[src/rtl/cbm_pkg.sv]
package cbm_pkg;

  localparam int unsigned PrgW  = 22;
  localparam int unsigned ChrW  = 19;
  localparam int unsigned AddrW = 16;
  localparam int unsigned DataW = 8;

  localparam logic [PrgW-1:0] PrgMaskReset = 22'd262143;
  localparam logic [ChrW-1:0] ChrMaskReset = 19'd131071;

  typedef enum logic [1:0] {
    FUNC_CPU_WRITE = 2'd0,
    FUNC_CPU_READ  = 2'd1,
    FUNC_PPU_READ  = 2'd2,
    FUNC_TICK      = 2'd3
  } func_e;

  typedef enum logic [1:0] {
    TGT_NONE = 2'd0,
    TGT_PRG  = 2'd1,
    TGT_CHR  = 2'd2,
    TGT_RSVD = 2'd3
  } target_e;

  // mapper register select, address bits 14:12
  typedef enum logic [2:0] {
    SEL_CHR0     = 3'd0,
    SEL_CHR1     = 3'd1,
    SEL_CHR2     = 3'd2,
    SEL_CHR3     = 3'd3,
    SEL_IRQ_LOAD = 3'd4,
    SEL_IRQ_CTRL = 3'd5,
    SEL_MIRROR   = 3'd6,
    SEL_PRG      = 3'd7
  } sel_e;

  typedef enum logic {
    REG_PRG_MASK = 1'b0,
    REG_CHR_MASK = 1'b1
  } reg_e;

  typedef struct packed {
    logic [PrgW-1:0] prg_mask;
    logic [ChrW-1:0] chr_mask;
  } cfg_t;

  typedef struct packed {
    func_e            func;
    logic [AddrW-1:0] address;
    logic [DataW-1:0] data;
  } item_t;

  typedef struct packed {
    target_e         target;
    logic [PrgW-1:0] rom_address;
    logic [1:0]      mirror_mode;
    logic            irq_line;
  } result_t;

endpackage

[src/rtl/cartridge_bank_mapper_irq_top.sv]
// Cartridge bank mapper with a 16-bit cycle IRQ counter.
// Input stream: one beat per bus event. s_axis_tuser carries the event kind
// (CPU write, CPU read, video read, CPU clock tick); s_axis_tdata carries the
// bus address and the write byte. Every beat gives exactly one output beat:
// m_axis_tuser says whether tdata holds a PRG or CHR ROM address (or none),
// and tdata also carries the mirroring mode and the IRQ line after the event.
// The APB port holds the PRG and CHR ROM size masks; write them while idle.
// A beat accepted on s_axis is caught in the event register, which feeds the bank
// and IRQ logic; their answer is caught in the output register and shows on m_axis.
// The block takes one beat per cycle while the output is not stalled.
// When the receiver holds m_axis_tready low, the output beat stays and the
// event register fills; s_axis_tready then drops until the output drains.
// Reset clears the pipeline, the banks, the counter and the IRQ state, and
// loads the default ROM size masks (256KB PRG, 128KB CHR).
module cartridge_bank_mapper_irq_top import cbm_pkg::*; (
  input  logic        clk_i,
  input  logic        rst_ni,
  input  logic        s_axis_tvalid,
  output logic        s_axis_tready,
  input  logic [23:0] s_axis_tdata,   // [15:0] address, [23:16] data
  input  logic [1:0]  s_axis_tuser,   // [1:0] func
  output logic        m_axis_tvalid,
  input  logic        m_axis_tready,
  output logic [31:0] m_axis_tdata,   // [21:0] rom_address, [23:22] mirror_mode,
                                      // [24] irq_line, [31:25] zero
  output logic [1:0]  m_axis_tuser,   // [1:0] rom_target
  input  logic        psel,
  input  logic        penable,
  input  logic        pwrite,
  input  logic [2:0]  paddr,
  input  logic [31:0] pwdata,
  output logic [31:0] prdata,
  output logic        pready
);

  cfg_t    cfg;
  result_t result;
  item_t   item_q;
  result_t out_q;
  logic    in_valid_q;
  logic    out_valid_q;
  logic    out_free;
  logic    fire;

  cbm_cfg u_cfg (
    .clk_i   (clk_i),
    .rst_ni  (rst_ni),
    .psel    (psel),
    .penable (penable),
    .pwrite  (pwrite),
    .paddr   (paddr),
    .pwdata  (pwdata),
    .prdata  (prdata),
    .pready  (pready),
    .cfg_o   (cfg)
  );

  cbm_core u_core (
    .clk_i    (clk_i),
    .rst_ni   (rst_ni),
    .fire_i   (fire),
    .item_i   (item_q),
    .cfg_i    (cfg),
    .result_o (result)
  );

  assign out_free      = ~out_valid_q | m_axis_tready;
  assign fire          = in_valid_q & out_free;
  assign s_axis_tready = ~in_valid_q | out_free;

  always_ff @(posedge clk_i or negedge rst_ni) begin
    if (!rst_ni) begin
      in_valid_q  <= 1'b0;
      out_valid_q <= 1'b0;
    end else begin
      if (s_axis_tready) in_valid_q <= s_axis_tvalid;
      if (out_free)      out_valid_q <= in_valid_q;
    end
  end

  always_ff @(posedge clk_i) begin
    if (s_axis_tvalid && s_axis_tready) begin
      item_q.func    <= func_e'(s_axis_tuser);
      item_q.address <= s_axis_tdata[15:0];
      item_q.data    <= s_axis_tdata[23:16];
    end
    if (fire) out_q <= result;
  end

  assign m_axis_tvalid = out_valid_q;
  assign m_axis_tuser  = out_q.target;
  assign m_axis_tdata  = {7'b0, out_q.irq_line, out_q.mirror_mode, out_q.rom_address};

endmodule

[src/rtl/cbm_cfg.sv]
module cbm_cfg import cbm_pkg::*; (
  input  logic        clk_i,
  input  logic        rst_ni,
  input  logic        psel,
  input  logic        penable,
  input  logic        pwrite,
  input  logic [2:0]  paddr,
  input  logic [31:0] pwdata,
  output logic [31:0] prdata,
  output logic        pready,
  output cfg_t        cfg_o
);

  logic [PrgW-1:0] prg_mask_q;
  logic [ChrW-1:0] chr_mask_q;
  logic            wr_en;
  reg_e            idx;

  assign pready = 1'b1;
  assign wr_en  = psel & penable & pwrite;
  assign idx    = reg_e'(paddr[2]);

  always_ff @(posedge clk_i or negedge rst_ni) begin
    if (!rst_ni) begin
      prg_mask_q <= PrgMaskReset;
      chr_mask_q <= ChrMaskReset;
    end else if (wr_en) begin
      unique case (idx)
        REG_PRG_MASK: prg_mask_q <= pwdata[PrgW-1:0];
        REG_CHR_MASK: chr_mask_q <= pwdata[ChrW-1:0];
        default: ;
      endcase
    end
  end

  always_comb begin
    unique case (idx)
      REG_PRG_MASK: prdata = {{(32-PrgW){1'b0}}, prg_mask_q};
      REG_CHR_MASK: prdata = {{(32-ChrW){1'b0}}, chr_mask_q};
      default:      prdata = '0;
    endcase
  end

  assign cfg_o.prg_mask = prg_mask_q;
  assign cfg_o.chr_mask = chr_mask_q;

endmodule

[src/rtl/cbm_core.sv]
module cbm_core import cbm_pkg::*; (
  input  logic    clk_i,
  input  logic    rst_ni,
  input  logic    fire_i,
  input  item_t   item_i,
  input  cfg_t    cfg_i,
  output result_t result_o
);

  // bank bases keep only their page bits
  logic [7:0]  prg_bank_q, prg_bank_d;
  logic [7:0]  chr_bank_q [4];
  logic [7:0]  chr_bank_d [4];
  logic [15:0] counter_q, counter_d;
  logic        enabled_q, enabled_d;
  logic        pending_q, pending_d;
  logic        low_next_q, low_next_d;
  logic [1:0]  mirror_q, mirror_d;

  logic        wr_hit;
  sel_e        sel;
  logic [15:0] addr;
  logic [7:0]  data;

  assign addr   = item_i.address;
  assign data   = item_i.data;
  assign sel    = sel_e'(addr[14:12]);
  assign wr_hit = addr[15] & addr[11];

  always_comb begin
    prg_bank_d = prg_bank_q;
    chr_bank_d = chr_bank_q;
    counter_d  = counter_q;
    enabled_d  = enabled_q;
    pending_d  = pending_q;
    low_next_d = low_next_q;
    mirror_d   = mirror_q;

    result_o.target      = TGT_NONE;
    result_o.rom_address = '0;

    unique case (item_i.func)
      FUNC_CPU_WRITE: begin
        if (wr_hit) begin
          unique case (sel)
            SEL_CHR0, SEL_CHR1, SEL_CHR2, SEL_CHR3:
              chr_bank_d[sel[1:0]] = data & cfg_i.chr_mask[ChrW-1:11];
            SEL_IRQ_LOAD: begin
              if (low_next_q) counter_d = {counter_q[15:8], data};
              else            counter_d = {data, counter_q[7:0]};
              low_next_d = ~low_next_q;
            end
            SEL_IRQ_CTRL: begin
              enabled_d  = data[4];
              low_next_d = 1'b0;
              pending_d  = 1'b0;
            end
            SEL_MIRROR: mirror_d = data[1:0];
            SEL_PRG:    prg_bank_d = data & cfg_i.prg_mask[PrgW-1:14];
            default: ;
          endcase
        end
      end
      FUNC_CPU_READ: begin
        if (addr[15]) begin
          result_o.target = TGT_PRG;
          // upper 16KB is pinned to the last bank of the ROM
          result_o.rom_address = addr[14] ? {cfg_i.prg_mask[PrgW-1:14], addr[13:0]}
                                          : {prg_bank_q, addr[13:0]};
        end
      end
      FUNC_PPU_READ: begin
        if (!addr[13]) begin
          result_o.target      = TGT_CHR;
          result_o.rom_address = {3'b000, chr_bank_q[addr[12:11]], addr[10:0]};
        end
      end
      FUNC_TICK: begin
        if (enabled_q) begin
          if (counter_q == 16'h0000) begin
            pending_d = 1'b1;
            enabled_d = 1'b0;
          end
          counter_d = counter_q - 16'd1;
        end
      end
      default: ;
    endcase

    result_o.mirror_mode = mirror_d;
    result_o.irq_line    = pending_d;
  end

  always_ff @(posedge clk_i or negedge rst_ni) begin
    if (!rst_ni) begin
      prg_bank_q <= '0;
      for (int i = 0; i < 4; i++) chr_bank_q[i] <= '0;
      counter_q  <= '0;
      enabled_q  <= 1'b0;
      pending_q  <= 1'b0;
      low_next_q <= 1'b0;
      mirror_q   <= '0;
    end else if (fire_i) begin
      prg_bank_q <= prg_bank_d;
      chr_bank_q <= chr_bank_d;
      counter_q  <= counter_d;
      enabled_q  <= enabled_d;
      pending_q  <= pending_d;
      low_next_q <= low_next_d;
      mirror_q   <= mirror_d;
    end
  end

endmodule

[config.mk]
export PLATFORM = sky130hd
export DESIGN_NAME = cartridge_bank_mapper_irq_top
export DESIGN_NICKNAME = d
export VERILOG_FILES = /design/src/rtl/cbm_pkg.sv /design/src/rtl/cartridge_bank_mapper_irq_top.sv /design/src/rtl/cbm_cfg.sv /design/src/rtl/cbm_core.sv
export SDC_FILE = /design/constraint.sdc
export NUM_CORES = 1
export LEC_CHECK = 0
export BUFFER_PORTS_ARGS = -buffer_cell sky130_fd_sc_hd__buf_2
export CELL_PAD_IN_SITES_DETAIL_PLACEMENT = 1
export CELL_PAD_IN_SITES_GLOBAL_PLACEMENT = 1
export CORE_MARGIN = 4
export CORE_UTILIZATION = 43
export DETAILED_ROUTE_END_ITERATION = 10
export PLACE_DENSITY = 0.85
export SLEW_MARGIN = 10
export SYNTH_ARGS = -nofsm -noshare
export SYNTH_HDL_FRONTEND = slang
export SYNTH_HIERARCHICAL = 1
export SYNTH_SLANG_ARGS = --single-unit
[constraint.sdc]
create_clock -name clk_i -period 3.8 [get_ports clk_i]
set_clock_uncertainty 0.1 [all_clocks]
set_input_delay 0 -clock clk_i [delete_from_list [all_inputs] [get_ports clk_i]]
set_output_delay 0 -clock clk_i [all_outputs]
set_load 0.03 [all_outputs]
==> flow_summary.toml <==
[layout]
utilization_pct = 54.30
drive_gt1_share_pct = 41.40
syn_to_final_growth_pct = 23.92
layoutNonFillerInstCount = 919
post-route-cell-area_sq_um = 8972
nNetsFinal = 758

[drt]
viasPerCell = 5.362
drt-pass1-iter-count = 4
drc = 0
avgRoutedWirePerCell_um = 20.32
vias = 4928
drtIter0Drc = 317
ant_nets = 0
routed_wl_um = 18670

[clock_tree]
numCtsBuffers = 17
path_clk_slew_ps = 70
cts-root-buf = "clkbuf_16"
cts_resized = 0
cts_hold_buf = 52
cts_sinks = 157
htreeDepth = 4
post_cts_buffers = 0
cts_buffer_depth = 2
clkLatencyLatePin_ps = 440
cts_tree = "yes"

[floorplan]
num_io_pins = 137
core_area_sq_um = 16520
initial_core_util_pct = 43.82
fp-row-count = 47
die_y_um = 137.8
fp.dieW_um = 137.8
die-area_sq_um = 18980

[sta]
maxSlewViolCount = 0
period_minus_slack_ps = 2777
worst_pin_slew_ps = 1019
setup_ws_ps = 1023
finalSetupViolCount = 0
fin_crit_sh_pct = 73.07
rsz0062_at_grt = "no"
setup_tns_ps = 0
fin_hold_ws_ps = 130.7
hold_viol_final = 0
timing.fmax_mhz = 360.1
slew_headroom_pct = 31.36

[setup_path]
r2r-end = "u_core/counter_q[15]"
reg2reg_from = "item_q[19]"
cp-end-kind = "flop"
ff2ff_path_depth = 5
setup.worst_path.start_class = "flop"
cp_max_fo = 14
crit_arrival_ps = 3040
reg2reg_slack_ps = 1020
critPathKind = "flop to flop"
critical_path_required_ps = 4070

[worst_hold_path]
hp-class = "input pin to async pin"

[yosys]
post-synth-top-count-cell = "mux2_2"
synthArstFlopShare_pct = 66.24
yosys.area.top_type = "dfrtp_1"
synth_top_area_share_pct = 23.85
yosys-top-cells-count = "86 x mux2_2, 69 x dfrtp_1, 53 x edfxtp_1, 35 x dfstp_2, 33 x nand2_1"
avgSynthCellArea_sq_um = 13.66
synth_edf_count = 53
ys_seq_area_share_pct = 58.53
synthCells = 530
synthTopCellsByArea = "dfrtp_1 24%, edfxtp_1 22%, mux2_2 13%, dfstp_2 13%, mux4_2 2.5%"
synth_seq_cells = 157
netlist_area_sq_um = 7241
synth_top_flop_cell = "dfrtp_1"
ys_warn_count = 6
synth_cell_types = 59

[pwr]
power_leakage_nw = 3.910
p_total_mw = 4.882
max-vdd-ir-drop_mv = 0.4006
powerDensity_nw_per_um2 = 544.1

[global_route]
antenna_found_initial = 1
overflow = 0
grt_pass1_wl_um = 29670
grtUsageTotal_pct = 20.65
grt_pass1_vias = 5508
grt_max_degree = 75

[place]
place_congestion = 0.8190
port-buffer-count = 106
dp.cells = 834
placed_cell_area_sq_um = 7878
dp_hpwl_um = 12200
pre_cts_ws_ps = 1004

[flow_run]
maxCapViolations = 0

[status]
status = "finished clean"
[how the worst max path moves through the flow]
stage / endpoint / cells past startpoint / from
4_1_cts: u_core/counter_q[15] / 5 / item_q[19]
3_5_place_dp: u_core/counter_q[15] / 5 / item_q[19]
5_1_grt: u_core/counter_q[15] / 5 / item_q[19]
2_1_floorplan: u_core/counter_q[15] / 7 / m_axis_tvalid
3_3_place_gp: u_core/counter_q[15] / 5 / item_q[19]
6_report: u_core/counter_q[15] / 5 / item_q[19]
[power breakdown]
part / internal, mW / switching, mW
sequential: 2.05 / 0.203
clock: 0.962 / 0.702
combinational: 0.401 / 0.562
[cells by family after synthesis]
kind of cell,synth area share [%]
fa+ha+maj,0.8640
mux,19.20
compound gates,6.981
other cells,0.1555
buf+inv,4.286
flops,58.53
simple gates,9.988
[metal layers]
metal  vias to the layer above  track usage [%]  part of all wire (%)
met4                         0            8.342                   1.9
li1                       2217                -                     -
met5                         -                0                     0
met1                      2535            24.06                    39
met2                       145            36.25                    54
met3                        31            5.332                   5.3
[critical path, stage by stage, from the launching register on]
cell and delay, ps:
edfxtp_1 790, nand2_1 220, a221o_1 400, or3_1 560
or4b_1 530, nand4_1 100
[placed cells by master (no fill, tap or decap), types with 5 or more instances in the layout]
cell type	instances
buf_2	105
mux2_2	86
dfrtp_1	69
edfxtp_1	53
dlygate4sd3_1	52
dfstp_2	35
nand2_1	33
o21ai_0	26
and2_1	21
conb_1	18
clkbuf_16	17
inv_1	16
a21oi_1	15
nor2_1	12
mux2_4	10
nand3_1	9
nor2b_1	8
mux2i_1	8
mux4_2	8
a32oi_1	6
nor3_1	5
ha_1	5
[final cells by class]
type | count | area, sq um
timing repair buffer | 161 | 1076
inverter | 16 | 60.06
fill | 1662 | 7552
antenna | 1 | 2.502
multi-input combinational | 332 | 2749
sequential | 157 | 4238
tap | 220 | 275.3
clock inverter | 15 | 146.4
clock buffer | 17 | 425.4
[flip-flops by register name, indices dropped and copies added, names as in the netlist]
name,count
in_valid_q,1
u_cfg/chr_mask_q,19
u_core/mirror_q,2
u_cfg/prg_mask_q,22
u_core/chr_bank_q,32
m_axis_tvalid,1
m_axis_tdata,25
u_core/prg_bank_q,8
u_core/pending_q,1
u_core/counter_q,16
u_core/low_next_q,1
u_core/enabled_q,1
m_axis_tuser,2
item_q,26
Note: power is estimated with default switching activity, not from simulation.
